**src/sv/pras_pkg.sv**
```systemverilog
// Shared codes and reset constants for the PWM ramp converter controller.
package pras_pkg;

    // Action codes carried by an input beat; the unused code acts as a tick.
    localparam logic [1:0] ACT_TICK    = 2'd0;
    localparam logic [1:0] ACT_PRECISE = 2'd1;
    localparam logic [1:0] ACT_FAST    = 2'd2;

    // Register indexes on the configuration port (byte address is 4 times this).
    localparam logic [2:0] REG_PERIOD      = 3'd0;
    localparam logic [2:0] REG_DUTY_STEP   = 3'd1;
    localparam logic [2:0] REG_SPLIT_DUTY  = 3'd2;
    localparam logic [2:0] REG_LOOPS_BELOW = 3'd3;
    localparam logic [2:0] REG_LOOPS_ABOVE = 3'd4;
    localparam logic [2:0] REG_LOOPS_FAST  = 3'd5;

    localparam int unsigned CFG_ADDR_BITS = 5;
    localparam int unsigned CFG_DATA_BITS = 32;
    localparam int unsigned LOOP_BITS     = 8;

    // Register reset values.
    localparam int unsigned RST_PERIOD      = 510;
    localparam int unsigned RST_DUTY_STEP   = 1;
    localparam int unsigned RST_SPLIT_DUTY  = 180;
    localparam int unsigned RST_LOOPS_BELOW = 25;
    localparam int unsigned RST_LOOPS_ABOVE = 12;
    localparam int unsigned RST_LOOPS_FAST  = 5;

endpackage

```
**src/sv/pras_in_if.sv**
```systemverilog
// Input channel of the ramp converter: one tick or start command per beat.
interface pras_in_if #(
    parameter int unsigned DUTY_BITS = 10
);
    logic                 valid;
    logic                 ready;
    logic [1:0]           action;
    logic [DUTY_BITS-1:0] start_duty;
    logic                 comparator_low;

    modport source (output valid, output action, output start_duty,
                    output comparator_low, input ready);
    modport sink   (input valid, input action, input start_duty,
                    input comparator_low, output ready);
endinterface

```
**src/sv/pras_out_if.sv**
```systemverilog
// Result channel of the ramp converter: pin level and measurement status per beat.
interface pras_out_if #(
    parameter int unsigned DUTY_BITS = 10
);
    logic               valid;
    logic               ready;
    logic               pwm_level;
    logic               busy_res;
    logic               done_res;
    logic [DUTY_BITS:0] result_duty;
    logic               overrange;

    modport source (output valid, output pwm_level, output busy_res, output done_res,
                    output result_duty, output overrange, input ready);
    modport sink   (input valid, input pwm_level, input busy_res, input done_res,
                    input result_duty, input overrange, output ready);
endinterface

```
**src/sv/pwm_ramp_adc_sweep.sv**
```systemverilog
// Top level of the PWM and RC ramp converter controller with its register file.
//
//  channel   | modport            | moves per beat
//  ----------+--------------------+-------------------------------------------------
//  i_item    | pras_in_if.sink    | action, start_duty, comparator_low
//  o_res     | pras_out_if.source | pwm_level, busy_res, done_res, result_duty,
//            |                    | overrange
//  APB       | psel .. pready     | 32-bit register writes and reads, 5-bit paddr
//
// Every input beat is processed in the cycle it is accepted: the sweep state and
// the result are computed by one pass of compare and add logic and land in an
// output slot at that edge, so one beat per cycle is sustained while the sink
// keeps taking results. A two-entry output stage (output register plus a skid
// register) lets one more beat be accepted while a result waits; i_item.ready
// drops only when both are full. Reset is synchronous and clears the sweep
// state, the valid flags and the registers to their defaults; no clearing pass.
module pwm_ramp_adc_sweep
    import pras_pkg::*;
#(
    parameter int unsigned DUTY_BITS = 10
) (
    input  logic                     i_clk,
    input  logic                     i_rst_n,
    pras_in_if.sink                  i_item,
    pras_out_if.source               o_res,
    input  logic                     psel,
    input  logic                     penable,
    input  logic                     pwrite,
    input  logic [CFG_ADDR_BITS-1:0] paddr,
    input  logic [CFG_DATA_BITS-1:0] pwdata,
    output logic [CFG_DATA_BITS-1:0] prdata,
    output logic                     pready
);

    // Duty values carry one bit more than the period so a step can pass the top.
    localparam int unsigned DW = DUTY_BITS + 1;
    // The step add is done at least as wide as the 8-bit step, then cut back.
    localparam int unsigned SW = (DW > LOOP_BITS) ? DW : LOOP_BITS;

    typedef struct packed {
        logic          level;
        logic          busy;
        logic          done;
        logic [DW-1:0] res;
        logic          over;
    } t_res;

    // Configuration registers.
    logic [DUTY_BITS-1:0] r_period;
    logic [LOOP_BITS-1:0] r_duty_step;
    logic [DUTY_BITS-1:0] r_split_duty;
    logic [LOOP_BITS-1:0] r_loops_below;
    logic [LOOP_BITS-1:0] r_loops_above;
    logic [LOOP_BITS-1:0] r_loops_fast;

    // Sweep state.
    logic                 r_sweeping, n_sweeping;
    logic [DW-1:0]        r_duty_now, n_duty_now;
    logic [DUTY_BITS-1:0] r_tick, n_tick;
    logic [LOOP_BITS-1:0] r_periods_left, n_periods_left;
    logic [LOOP_BITS-1:0] r_loops_step, n_loops_step;

    // Output stage.
    logic r_out_v, r_skid_v;
    t_res r_out, r_skid;
    t_res n_res;

    logic                 acc_in;
    logic                 out_take;
    logic                 out_free;
    logic                 cfg_wr;
    logic [2:0]           cfg_idx;
    logic [DUTY_BITS-1:0] last_tick;
    logic [LOOP_BITS-1:0] start_loops;
    logic [DW-1:0]        start_duty_w;
    logic [DW-1:0]        stepped_duty;
    logic [SW-1:0]        step_sum;

    // ------------------------------------------------------------------
    // Configuration port. Writes land in the access phase; reads are plain.
    // ------------------------------------------------------------------
    assign pready  = 1'b1;
    assign cfg_wr  = psel & penable & pwrite & pready;
    assign cfg_idx = paddr[4:2];

    always_ff @(posedge i_clk) begin
        if (!i_rst_n) begin
            r_period      <= DUTY_BITS'(RST_PERIOD);
            r_duty_step   <= LOOP_BITS'(RST_DUTY_STEP);
            r_split_duty  <= DUTY_BITS'(RST_SPLIT_DUTY);
            r_loops_below <= LOOP_BITS'(RST_LOOPS_BELOW);
            r_loops_above <= LOOP_BITS'(RST_LOOPS_ABOVE);
            r_loops_fast  <= LOOP_BITS'(RST_LOOPS_FAST);
        end else if (cfg_wr) begin
            case (cfg_idx)
                REG_PERIOD:      r_period      <= pwdata[DUTY_BITS-1:0];
                REG_DUTY_STEP:   r_duty_step   <= pwdata[LOOP_BITS-1:0];
                REG_SPLIT_DUTY:  r_split_duty  <= pwdata[DUTY_BITS-1:0];
                REG_LOOPS_BELOW: r_loops_below <= pwdata[LOOP_BITS-1:0];
                REG_LOOPS_ABOVE: r_loops_above <= pwdata[LOOP_BITS-1:0];
                REG_LOOPS_FAST:  r_loops_fast  <= pwdata[LOOP_BITS-1:0];
                default: ;
            endcase
        end
    end

    always_comb begin
        case (cfg_idx)
            REG_PERIOD:      prdata = CFG_DATA_BITS'(r_period);
            REG_DUTY_STEP:   prdata = CFG_DATA_BITS'(r_duty_step);
            REG_SPLIT_DUTY:  prdata = CFG_DATA_BITS'(r_split_duty);
            REG_LOOPS_BELOW: prdata = CFG_DATA_BITS'(r_loops_below);
            REG_LOOPS_ABOVE: prdata = CFG_DATA_BITS'(r_loops_above);
            REG_LOOPS_FAST:  prdata = CFG_DATA_BITS'(r_loops_fast);
            default:         prdata = '0;
        endcase
    end

    // ------------------------------------------------------------------
    // Handshake. The input stalls only when both output slots are full.
    // ------------------------------------------------------------------
    assign i_item.ready = ~r_skid_v;
    assign acc_in       = i_item.valid & i_item.ready;
    assign out_take     = r_out_v & o_res.ready;
    assign out_free     = ~r_out_v | out_take;

    // ------------------------------------------------------------------
    // Sweep step for the accepted beat.
    // ------------------------------------------------------------------
    // A zero period runs as one-tick periods.
    assign last_tick    = (r_period == '0) ? '0 : r_period - 1'b1;
    assign start_loops  = (i_item.start_duty < r_split_duty) ? r_loops_below
                                                             : r_loops_above;
    assign start_duty_w = {1'b0, i_item.start_duty};
    assign step_sum     = SW'(r_duty_now) + SW'(r_duty_step);
    assign stepped_duty = step_sum[DW-1:0];

    always_comb begin
        n_sweeping     = r_sweeping;
        n_duty_now     = r_duty_now;
        n_tick         = r_tick;
        n_periods_left = r_periods_left;
        n_loops_step   = r_loops_step;
        n_res          = '0;

        if (i_item.action == ACT_PRECISE || i_item.action == ACT_FAST) begin
            if (r_sweeping) begin
                // A start while busy is ignored; report the pin as it stands.
                n_res.level = ({1'b0, r_tick} < r_duty_now);
            end else begin
                if (i_item.action == ACT_FAST) begin
                    n_duty_now   = '0;
                    n_loops_step = r_loops_fast;
                end else begin
                    n_duty_now   = start_duty_w;
                    n_loops_step = start_loops;
                end
                n_tick         = '0;
                // A zero loop count runs as a single period per duty.
                n_periods_left = (n_loops_step == '0) ? LOOP_BITS'(1) : n_loops_step;
                if (n_duty_now > {1'b0, r_period}) begin
                    // The start duty is already past the top of the sweep.
                    n_res.done     = 1'b1;
                    n_res.over     = 1'b1;
                    n_res.res      = n_duty_now;
                    n_duty_now     = '0;
                    n_periods_left = '0;
                end else begin
                    n_sweeping = 1'b1;
                end
            end
        end else if (r_sweeping) begin
            n_res.level = ({1'b0, r_tick} < r_duty_now);
            if (r_tick >= last_tick) begin
                n_tick = '0;
                if (r_periods_left > LOOP_BITS'(1)) begin
                    n_periods_left = r_periods_left - 1'b1;
                end else if (i_item.comparator_low) begin
                    // The filtered ramp passed the input: the duty is the result.
                    n_res.done     = 1'b1;
                    n_res.res      = r_duty_now;
                    n_sweeping     = 1'b0;
                    n_periods_left = '0;
                end else begin
                    n_duty_now     = stepped_duty;
                    n_periods_left = (r_loops_step == '0) ? LOOP_BITS'(1) : r_loops_step;
                    if (stepped_duty > {1'b0, r_period}) begin
                        n_res.done     = 1'b1;
                        n_res.over     = 1'b1;
                        n_res.res      = stepped_duty;
                        n_sweeping     = 1'b0;
                        n_periods_left = '0;
                    end
                end
            end else begin
                n_tick = r_tick + 1'b1;
            end
        end
        n_res.busy = n_sweeping;
    end

    // Control state and valid flags.
    always_ff @(posedge i_clk) begin
        if (!i_rst_n) begin
            r_sweeping     <= 1'b0;
            r_duty_now     <= '0;
            r_tick         <= '0;
            r_periods_left <= '0;
            r_loops_step   <= '0;
            r_out_v        <= 1'b0;
            r_skid_v       <= 1'b0;
        end else begin
            if (acc_in) begin
                r_sweeping     <= n_sweeping;
                r_duty_now     <= n_duty_now;
                r_tick         <= n_tick;
                r_periods_left <= n_periods_left;
                r_loops_step   <= n_loops_step;
            end
            if (out_free) begin
                r_out_v <= r_skid_v | acc_in;
            end
            if (r_skid_v && out_free) begin
                r_skid_v <= 1'b0;
            end else if (acc_in && !out_free) begin
                r_skid_v <= 1'b1;
            end
        end
    end

    // Result payloads; the skid slot always drains into the output slot first.
    always_ff @(posedge i_clk) begin
        if (out_free) begin
            if (r_skid_v) begin
                r_out <= r_skid;
            end else if (acc_in) begin
                r_out <= n_res;
            end
        end
        if (acc_in && !out_free) begin
            r_skid <= n_res;
        end
    end

    assign o_res.valid       = r_out_v;
    assign o_res.pwm_level   = r_out.level;
    assign o_res.busy_res    = r_out.busy;
    assign o_res.done_res    = r_out.done;
    assign o_res.result_duty = r_out.res;
    assign o_res.overrange   = r_out.over;

`ifndef SYNTH
    // A finished measurement never leaves the block busy.
    a_done_not_busy: assert property (@(posedge i_clk) disable iff (!i_rst_n)
        r_out_v && r_out.done |-> !r_out.busy)
        else $error("finished result still reports busy");

    // Idle means no periods are pending, and a sweep always has one left.
    a_idle_no_periods: assert property (@(posedge i_clk) disable iff (!i_rst_n)
        !r_sweeping |-> r_periods_left == '0)
        else $error("periods pending while idle");

    a_sweep_has_period: assert property (@(posedge i_clk) disable iff (!i_rst_n)
        r_sweeping |-> r_periods_left != '0)
        else $error("sweep running with no period left");

    // The skid slot is only ever occupied behind a full output slot.
    a_skid_behind_out: assert property (@(posedge i_clk) disable iff (!i_rst_n)
        r_skid_v |-> r_out_v)
        else $error("skid slot holds a beat ahead of the output slot");

    // Result duty and overrange read zero unless a measurement finishes.
    a_quiet_result: assert property (@(posedge i_clk) disable iff (!i_rst_n)
        r_out_v && !r_out.done |-> r_out.res == '0 && !r_out.over)
        else $error("result fields set without a finish");
`endif

endmodule
```
**src/flat_wrapper.sv**
```systemverilog
// flat-port wrapper written by rule: the top's interface ports become plain ports
module pwm_ramp_adc_sweep_flat import pras_pkg::*;
#(
    parameter int unsigned DUTY_BITS = 10
)
  (i_clk, i_rst_n, psel, penable, pwrite, paddr, pwdata, prdata, pready, i_item_valid, i_item_action, i_item_start_duty, i_item_comparator_low, i_item_ready, o_res_valid, o_res_pwm_level, o_res_busy_res, o_res_done_res, o_res_result_duty, o_res_overrange, o_res_ready);
  pras_in_if #(.DUTY_BITS(DUTY_BITS)) i_item_i ();
  pras_out_if #(.DUTY_BITS(DUTY_BITS)) o_res_i ();
  input  logic i_clk;
  input  logic i_rst_n;
  input  logic psel;
  input  logic penable;
  input  logic pwrite;
  input  logic [CFG_ADDR_BITS-1:0] paddr;
  input  logic [CFG_DATA_BITS-1:0] pwdata;
  output logic [CFG_DATA_BITS-1:0] prdata;
  output logic pready;
  input wire logic [$bits(i_item_i.valid)-1:0] i_item_valid;
  input wire logic [$bits(i_item_i.action)-1:0] i_item_action;
  input wire logic [$bits(i_item_i.start_duty)-1:0] i_item_start_duty;
  input wire logic [$bits(i_item_i.comparator_low)-1:0] i_item_comparator_low;
  output wire logic [$bits(i_item_i.ready)-1:0] i_item_ready;
  output wire logic [$bits(o_res_i.valid)-1:0] o_res_valid;
  output wire logic [$bits(o_res_i.pwm_level)-1:0] o_res_pwm_level;
  output wire logic [$bits(o_res_i.busy_res)-1:0] o_res_busy_res;
  output wire logic [$bits(o_res_i.done_res)-1:0] o_res_done_res;
  output wire logic [$bits(o_res_i.result_duty)-1:0] o_res_result_duty;
  output wire logic [$bits(o_res_i.overrange)-1:0] o_res_overrange;
  input wire logic [$bits(o_res_i.ready)-1:0] o_res_ready;
  assign i_item_i.valid = i_item_valid;
  assign i_item_i.action = i_item_action;
  assign i_item_i.start_duty = i_item_start_duty;
  assign i_item_i.comparator_low = i_item_comparator_low;
  assign i_item_ready = i_item_i.ready;
  assign o_res_valid = o_res_i.valid;
  assign o_res_pwm_level = o_res_i.pwm_level;
  assign o_res_busy_res = o_res_i.busy_res;
  assign o_res_done_res = o_res_i.done_res;
  assign o_res_result_duty = o_res_i.result_duty;
  assign o_res_overrange = o_res_i.overrange;
  assign o_res_i.ready = o_res_ready;
  pwm_ramp_adc_sweep #(.DUTY_BITS(DUTY_BITS)) u_core (.i_clk(i_clk), .i_rst_n(i_rst_n), .i_item(i_item_i), .o_res(o_res_i), .psel(psel), .penable(penable), .pwrite(pwrite), .paddr(paddr), .pwdata(pwdata), .prdata(prdata), .pready(pready));
endmodule
```
**config.mk**
```make
export PLATFORM = sky130hd
export DESIGN_NAME = pwm_ramp_adc_sweep_flat
export DESIGN_NICKNAME = d
export VERILOG_FILES = /design/src/sv/pras_pkg.sv /design/src/sv/pras_in_if.sv /design/src/sv/pras_out_if.sv /design/src/sv/pwm_ramp_adc_sweep.sv /design/src/flat_wrapper.sv
export SDC_FILE = /design/constraint.sdc
export NUM_CORES = 1
export LEC_CHECK = 0
export ABC_AREA = 1
export BUFFER_PORTS_ARGS = -buffer_cell sky130_fd_sc_hd__clkbuf_2
export CAP_MARGIN = 20
export CORE_MARGIN = 2
export CORE_UTILIZATION = 59
export CTS_CLUSTER_SIZE = 25
export DETAILED_ROUTE_END_ITERATION = 8
export GPL_TIMING_DRIVEN = 0
export PLACE_DENSITY = 0.84
export SYNTH_ARGS = -nofsm -noshare
export SYNTH_HDL_FRONTEND = slang
export SYNTH_SLANG_ARGS = --single-unit
```
**constraint.sdc**
```tcl
create_clock -name i_clk -period 7 [get_ports i_clk]
set_input_delay 1.4 -clock i_clk [delete_from_list [all_inputs] [get_ports i_clk]]
set_output_delay 1.4 -clock i_clk [all_outputs]
set_load 0.005 [all_outputs]
```
==> out/metrics.cfg <==
[timing]
setup_tns_ps=0
period_utilization_pct=63.22
worst_slew_pin_slew_ps=684.9
period_needed_ps=4425
tightest_slew_margin_relative_to_the_limit_pct=54.09
final-setup-viol-count=0
worst_slack_ps=2575
final-hold-violation-count=0
fin_worst_skew_ps=8.367
highest_clock_rate_mhz=226.0
maxSlewViolCount=0
setup_repair_after_global_routing_missed_its_margin=false

[clock_tree]
post-cts-setup-buffers=0
tritoncts_sink_count=122
cts.clk_slew.worst_paths_ps=50
postCtsResizedCells=0
cts.hold.buffers_added=0
number_of_h_tree_levels=4
clock_tree.root_cell=sky130_fd_sc_hd__clkbuf_16
numCtsBuffers=17
clk-insertion-delay-late_ps=440
cts_tree=built
cts.path.max_buffers=2

[floorplan]
die_area_um2=14290
die_h_um=119.5
fp.dieW_um=119.5
top_level_ports=107
start_util_pct=59.93
core-area_um2=13140
rows=42

[route]
postRouteAntennaNets=0
routedWlPerCell_um=16.59
dr.pass1.iters=8
num_vias=7726
drt-initial-drc-count=679
drt-vias-per-instance=5.652
drt_wl_total_mm=22.68
drc_errors=0

[setup_path]
setup.worst_path.end_class=flip-flop
path_cells=clkbuf_2, inv_1, ha_1, buf_2, clkinv_1, clkbuf_1, nand2_1, inv_1, ha_1, a21oi_1, o21ai_0, nand2_1, nand3_1, nand2_1, inv_1, nand2_1, clkinv_1, nand2_1, o211ai_2, nand2_1, nand2_1
cp.arrival_ps=4610
data_required_time_of_the_critical_path_ps=7180
cpMostUsedCell=sky130_fd_sc_hd__nand2_1
cp_slowest_cell=sky130_fd_sc_hd__clkinv_1
critical_path.max_fanout=10
setup.worst_path.class=in -> reg
cpPeakStageDelay_ps=330
setup.worst_path.start_class=input pin

[pwr]
switching_share_pct=27.89
power.density_cell_area_nw_per_um2=223.3
power.combinational.fraction_pct=16.4
internal_power_w=0.001467
vdd_drop_max_v=0.0001266
seq_power_share_pct=37.9
switching_power_of_the_nets_w=0.0005672
pwr-share-clk_pct=45.7
power.static_leakage_nw=4.377

[synthesis]
synth_area_leaders=sky130_fd_sc_hd__dfxtp_1 23%, sky130_fd_sc_hd__edfxtp_1 11%, sky130_fd_sc_hd__nand2_1 10%, sky130_fd_sc_hd__ha_1 9.9%, sky130_fd_sc_hd__inv_1 6.9%
yosys_most_used_dff=sky130_fd_sc_hd__dfxtp_1
synth.area.mux_share_pct=0
syn_avg_cell_area_um2=7.297
postSynthRegisterBits=122
library_cells_used_by_synthesis=51
netlist.top_cell.by_area=sky130_fd_sc_hd__dfxtp_1
synth_edf_count=30
yosysTopAreaCellShare_pct=23.39
yosys_warnings=0
ys_seq_area_share_pct=34.83
synth_compound_gate_area_share_pct=19.07
synth_area_um2=7874
post_synth_xor_area_fraction_pct=2.002
combinational_family_with_the_most_area_after_synthesis=simple AND/OR/NAND/NOR gates
synth-adder-area-share_pct=10.11
synthCells=1079
asyncSetResetFlopFracSynth_pct=0
post_synth_and_or_nand_nor_area_fraction_pct=22.50

[finish]
post-route-util_pct=69.34
final_design_area_no_fill_um2=9110
antenna_cells_inserted=0
syn_to_final_growth_pct=15.70
layout-drive-gt1-share_pct=14.69
num-fill-cells=1135
finalNonFillerCells=1367
final_net_count=1298

[global_route]
maximum_number_of_pins_on_one_net_before_global_route_repair=17
first_global_vias=7122
grt_antenna_before_repair=0
grt_pass1_wl_mm=35.97
overflow=0
globalRouteTotalUtil_pct=32.37

[placement]
detailedPlacementHpwl_mm=17.12
globalplace.congestion=0.9880
placed_cells_incl_taps=1333
placement.setup.worst_slack_ps=2248
buffer_ports.inserted=57
placed_cell_area_um2=8458

[min_path]
min-delay-path-class=reg -> reg

[outcome]
outcome=complete, no violations

[job]
max_cap_violations=0

cell families (layout without fill, tap and decap cells):
logic type               Yosys count  count (layout)
adder cells (fa/ha/maj)           63              63
XOR/XNOR                          18              18
flip-flops                       122             122
AO/OA/AOI/OAI                    263             263
other                              2              23
buffers and inverters            211             302
AND/OR/NAND/NOR                  400             400
registers in the layout, summed over array words and instances (netlist names), 8 cells and up:
name	cells
u_core.r_skid	15
u_core.r_split_duty	10
u_core.r_period	10
u_core.r_periods_left	8
u_core.r_loops_fast	8
u_core.r_duty_step	8
u_core.r_tick	10
u_core.r_loops_below	8
u_core.r_loops_step	8
u_core.r_duty_now	11
u_core.r_loops_above	8
u_core.o_res.result_duty	11
power by group through the flow:
stage | Sequential, W | Clock (W) | Combinational, W
4_1_cts | 0.000770 | 0.000925 | 0.000325
2_1_floorplan | 0.000781 | 0 | 0.000225
6_report | 0.000770 | 0.000930 | 0.000334
5_1_grt | 0.000773 | 0.000960 | 0.000370
3_3_place_gp | 0.000784 | 0 | 0.000316
3_5_place_dp | 0.000785 | 0 | 0.000321
metrics by stage:
stage                     power, W  hold slack, ps
after floorplan           0.001007           439.1
after global placement    0.001100           458.4
after detailed placement  0.001106           461.9
after CTS                 0.002020           471.1
after global routing      0.002103           495.3
final                     0.002034           475.7
Yosys cell counts (8+ instances only):
cell                       number
sky130_fd_sc_hd__a21oi_1       99
sky130_fd_sc_hd__nand3_1       34
sky130_fd_sc_hd__o211ai_1      10
sky130_fd_sc_hd__buf_2          9
sky130_fd_sc_hd__nor3_1        13
sky130_fd_sc_hd__nor2_1        92
sky130_fd_sc_hd__edfxtp_1      30
sky130_fd_sc_hd__inv_1        145
sky130_fd_sc_hd__o21ai_0       94
sky130_fd_sc_hd__nand2_2        9
sky130_fd_sc_hd__nand2_1      210
sky130_fd_sc_hd__o22ai_1       18
sky130_fd_sc_hd__buf_4         25
sky130_fd_sc_hd__dfxtp_1       92
sky130_fd_sc_hd__xor2_1        17
sky130_fd_sc_hd__inv_2         11
sky130_fd_sc_hd__o21ai_1        8
sky130_fd_sc_hd__clkbuf_1      14
sky130_fd_sc_hd__nand4_1       19
sky130_fd_sc_hd__ha_1          62
critical path: cells and delay by family:
| kind | cells | cell delay [ps] |
|---|---|---|
| buffers and inverters | 8 | 1420 |
| AND/OR/NAND/NOR | 8 | 970 |
| adder cells (fa/ha/maj) | 2 | 420 |
| AO/OA/AOI/OAI | 3 | 380 |
layout by cell type, fill, tap and decap left out, types with 3 or more instances in the layout:
cell type | netlist | layout
sky130_fd_sc_hd__xor2_1 | 17 | 17
sky130_fd_sc_hd__clkinv_1 | 7 | 7
sky130_fd_sc_hd__conb_1 | 2 | 23
sky130_fd_sc_hd__nor3_1 | 13 | 13
sky130_fd_sc_hd__clkbuf_2 | 0 | 57
sky130_fd_sc_hd__nand4_1 | 19 | 19
sky130_fd_sc_hd__ha_1 | 62 | 62
sky130_fd_sc_hd__a31oi_1 | 3 | 3
sky130_fd_sc_hd__o21ai_0 | 94 | 94
sky130_fd_sc_hd__nor2_1 | 92 | 92
sky130_fd_sc_hd__a21oi_1 | 99 | 99
sky130_fd_sc_hd__o211ai_2 | 7 | 7
sky130_fd_sc_hd__dfxtp_1 | 92 | 92
sky130_fd_sc_hd__o211ai_1 | 10 | 10
sky130_fd_sc_hd__clkbuf_8 | 0 | 6
sky130_fd_sc_hd__inv_1 | 145 | 145
sky130_fd_sc_hd__nor3_2 | 5 | 5
sky130_fd_sc_hd__nand3_1 | 34 | 34
sky130_fd_sc_hd__nor2_2 | 3 | 3
sky130_fd_sc_hd__clkbuf_16 | 0 | 18
sky130_fd_sc_hd__nor2_4 | 5 | 5
sky130_fd_sc_hd__buf_4 | 25 | 27
sky130_fd_sc_hd__clkbuf_1 | 14 | 14
sky130_fd_sc_hd__buf_2 | 9 | 9
sky130_fd_sc_hd__nand2_2 | 9 | 9
sky130_fd_sc_hd__o21ai_1 | 8 | 8
sky130_fd_sc_hd__o2111ai_1 | 6 | 6
sky130_fd_sc_hd__nand2_1 | 210 | 210
sky130_fd_sc_hd__edfxtp_1 | 30 | 30
sky130_fd_sc_hd__o22ai_1 | 18 | 18
sky130_fd_sc_hd__a21o_1 | 3 | 3
sky130_fd_sc_hd__inv_2 | 11 | 11
metal layers:
layer	up-vias	track usage (%)	wire length [um]
met4	0	18.16	1259
met3	99	7.082	2194
met1	3422	39.64	8841
li1	3771	-	-
met5	-	0	0
met2	434	52.86	10380
layout make-up:
type | count | area (um2) | share of cell area, %
Sequential cell | 122 | 2743 | 30.11
Clock buffer | 24 | 533.0 | 5.851
Buffer | 48 | 285.3 | 3.131
Inverter | 163 | 611.8 | 6.716
Tap cell | 176 | 220.2 | 2.417
Clock inverter | 8 | 103.9 | 1.140
Timing Repair Buffer | 59 | 300.3 | 3.296
Multi-Input combinational cell | 767 | 4313 | 47.34
path summary, 6_finish.rpt:
kind                            from                           to  slack, ps  cells after the start
max                 i_item_action[0]  u_core.o_res.result_duty[5]       2570                     21
min          u_core.r_loops_above[4]      u_core.r_loops_above[4]        480                      2
max reg2reg    u_core.r_duty_step[0]        u_core.o_res.busy_res       3280                     24
min reg2reg  u_core.r_loops_above[4]      u_core.r_loops_above[4]        480                      2
No activity file was read; power rests on OpenSTA's default activity.
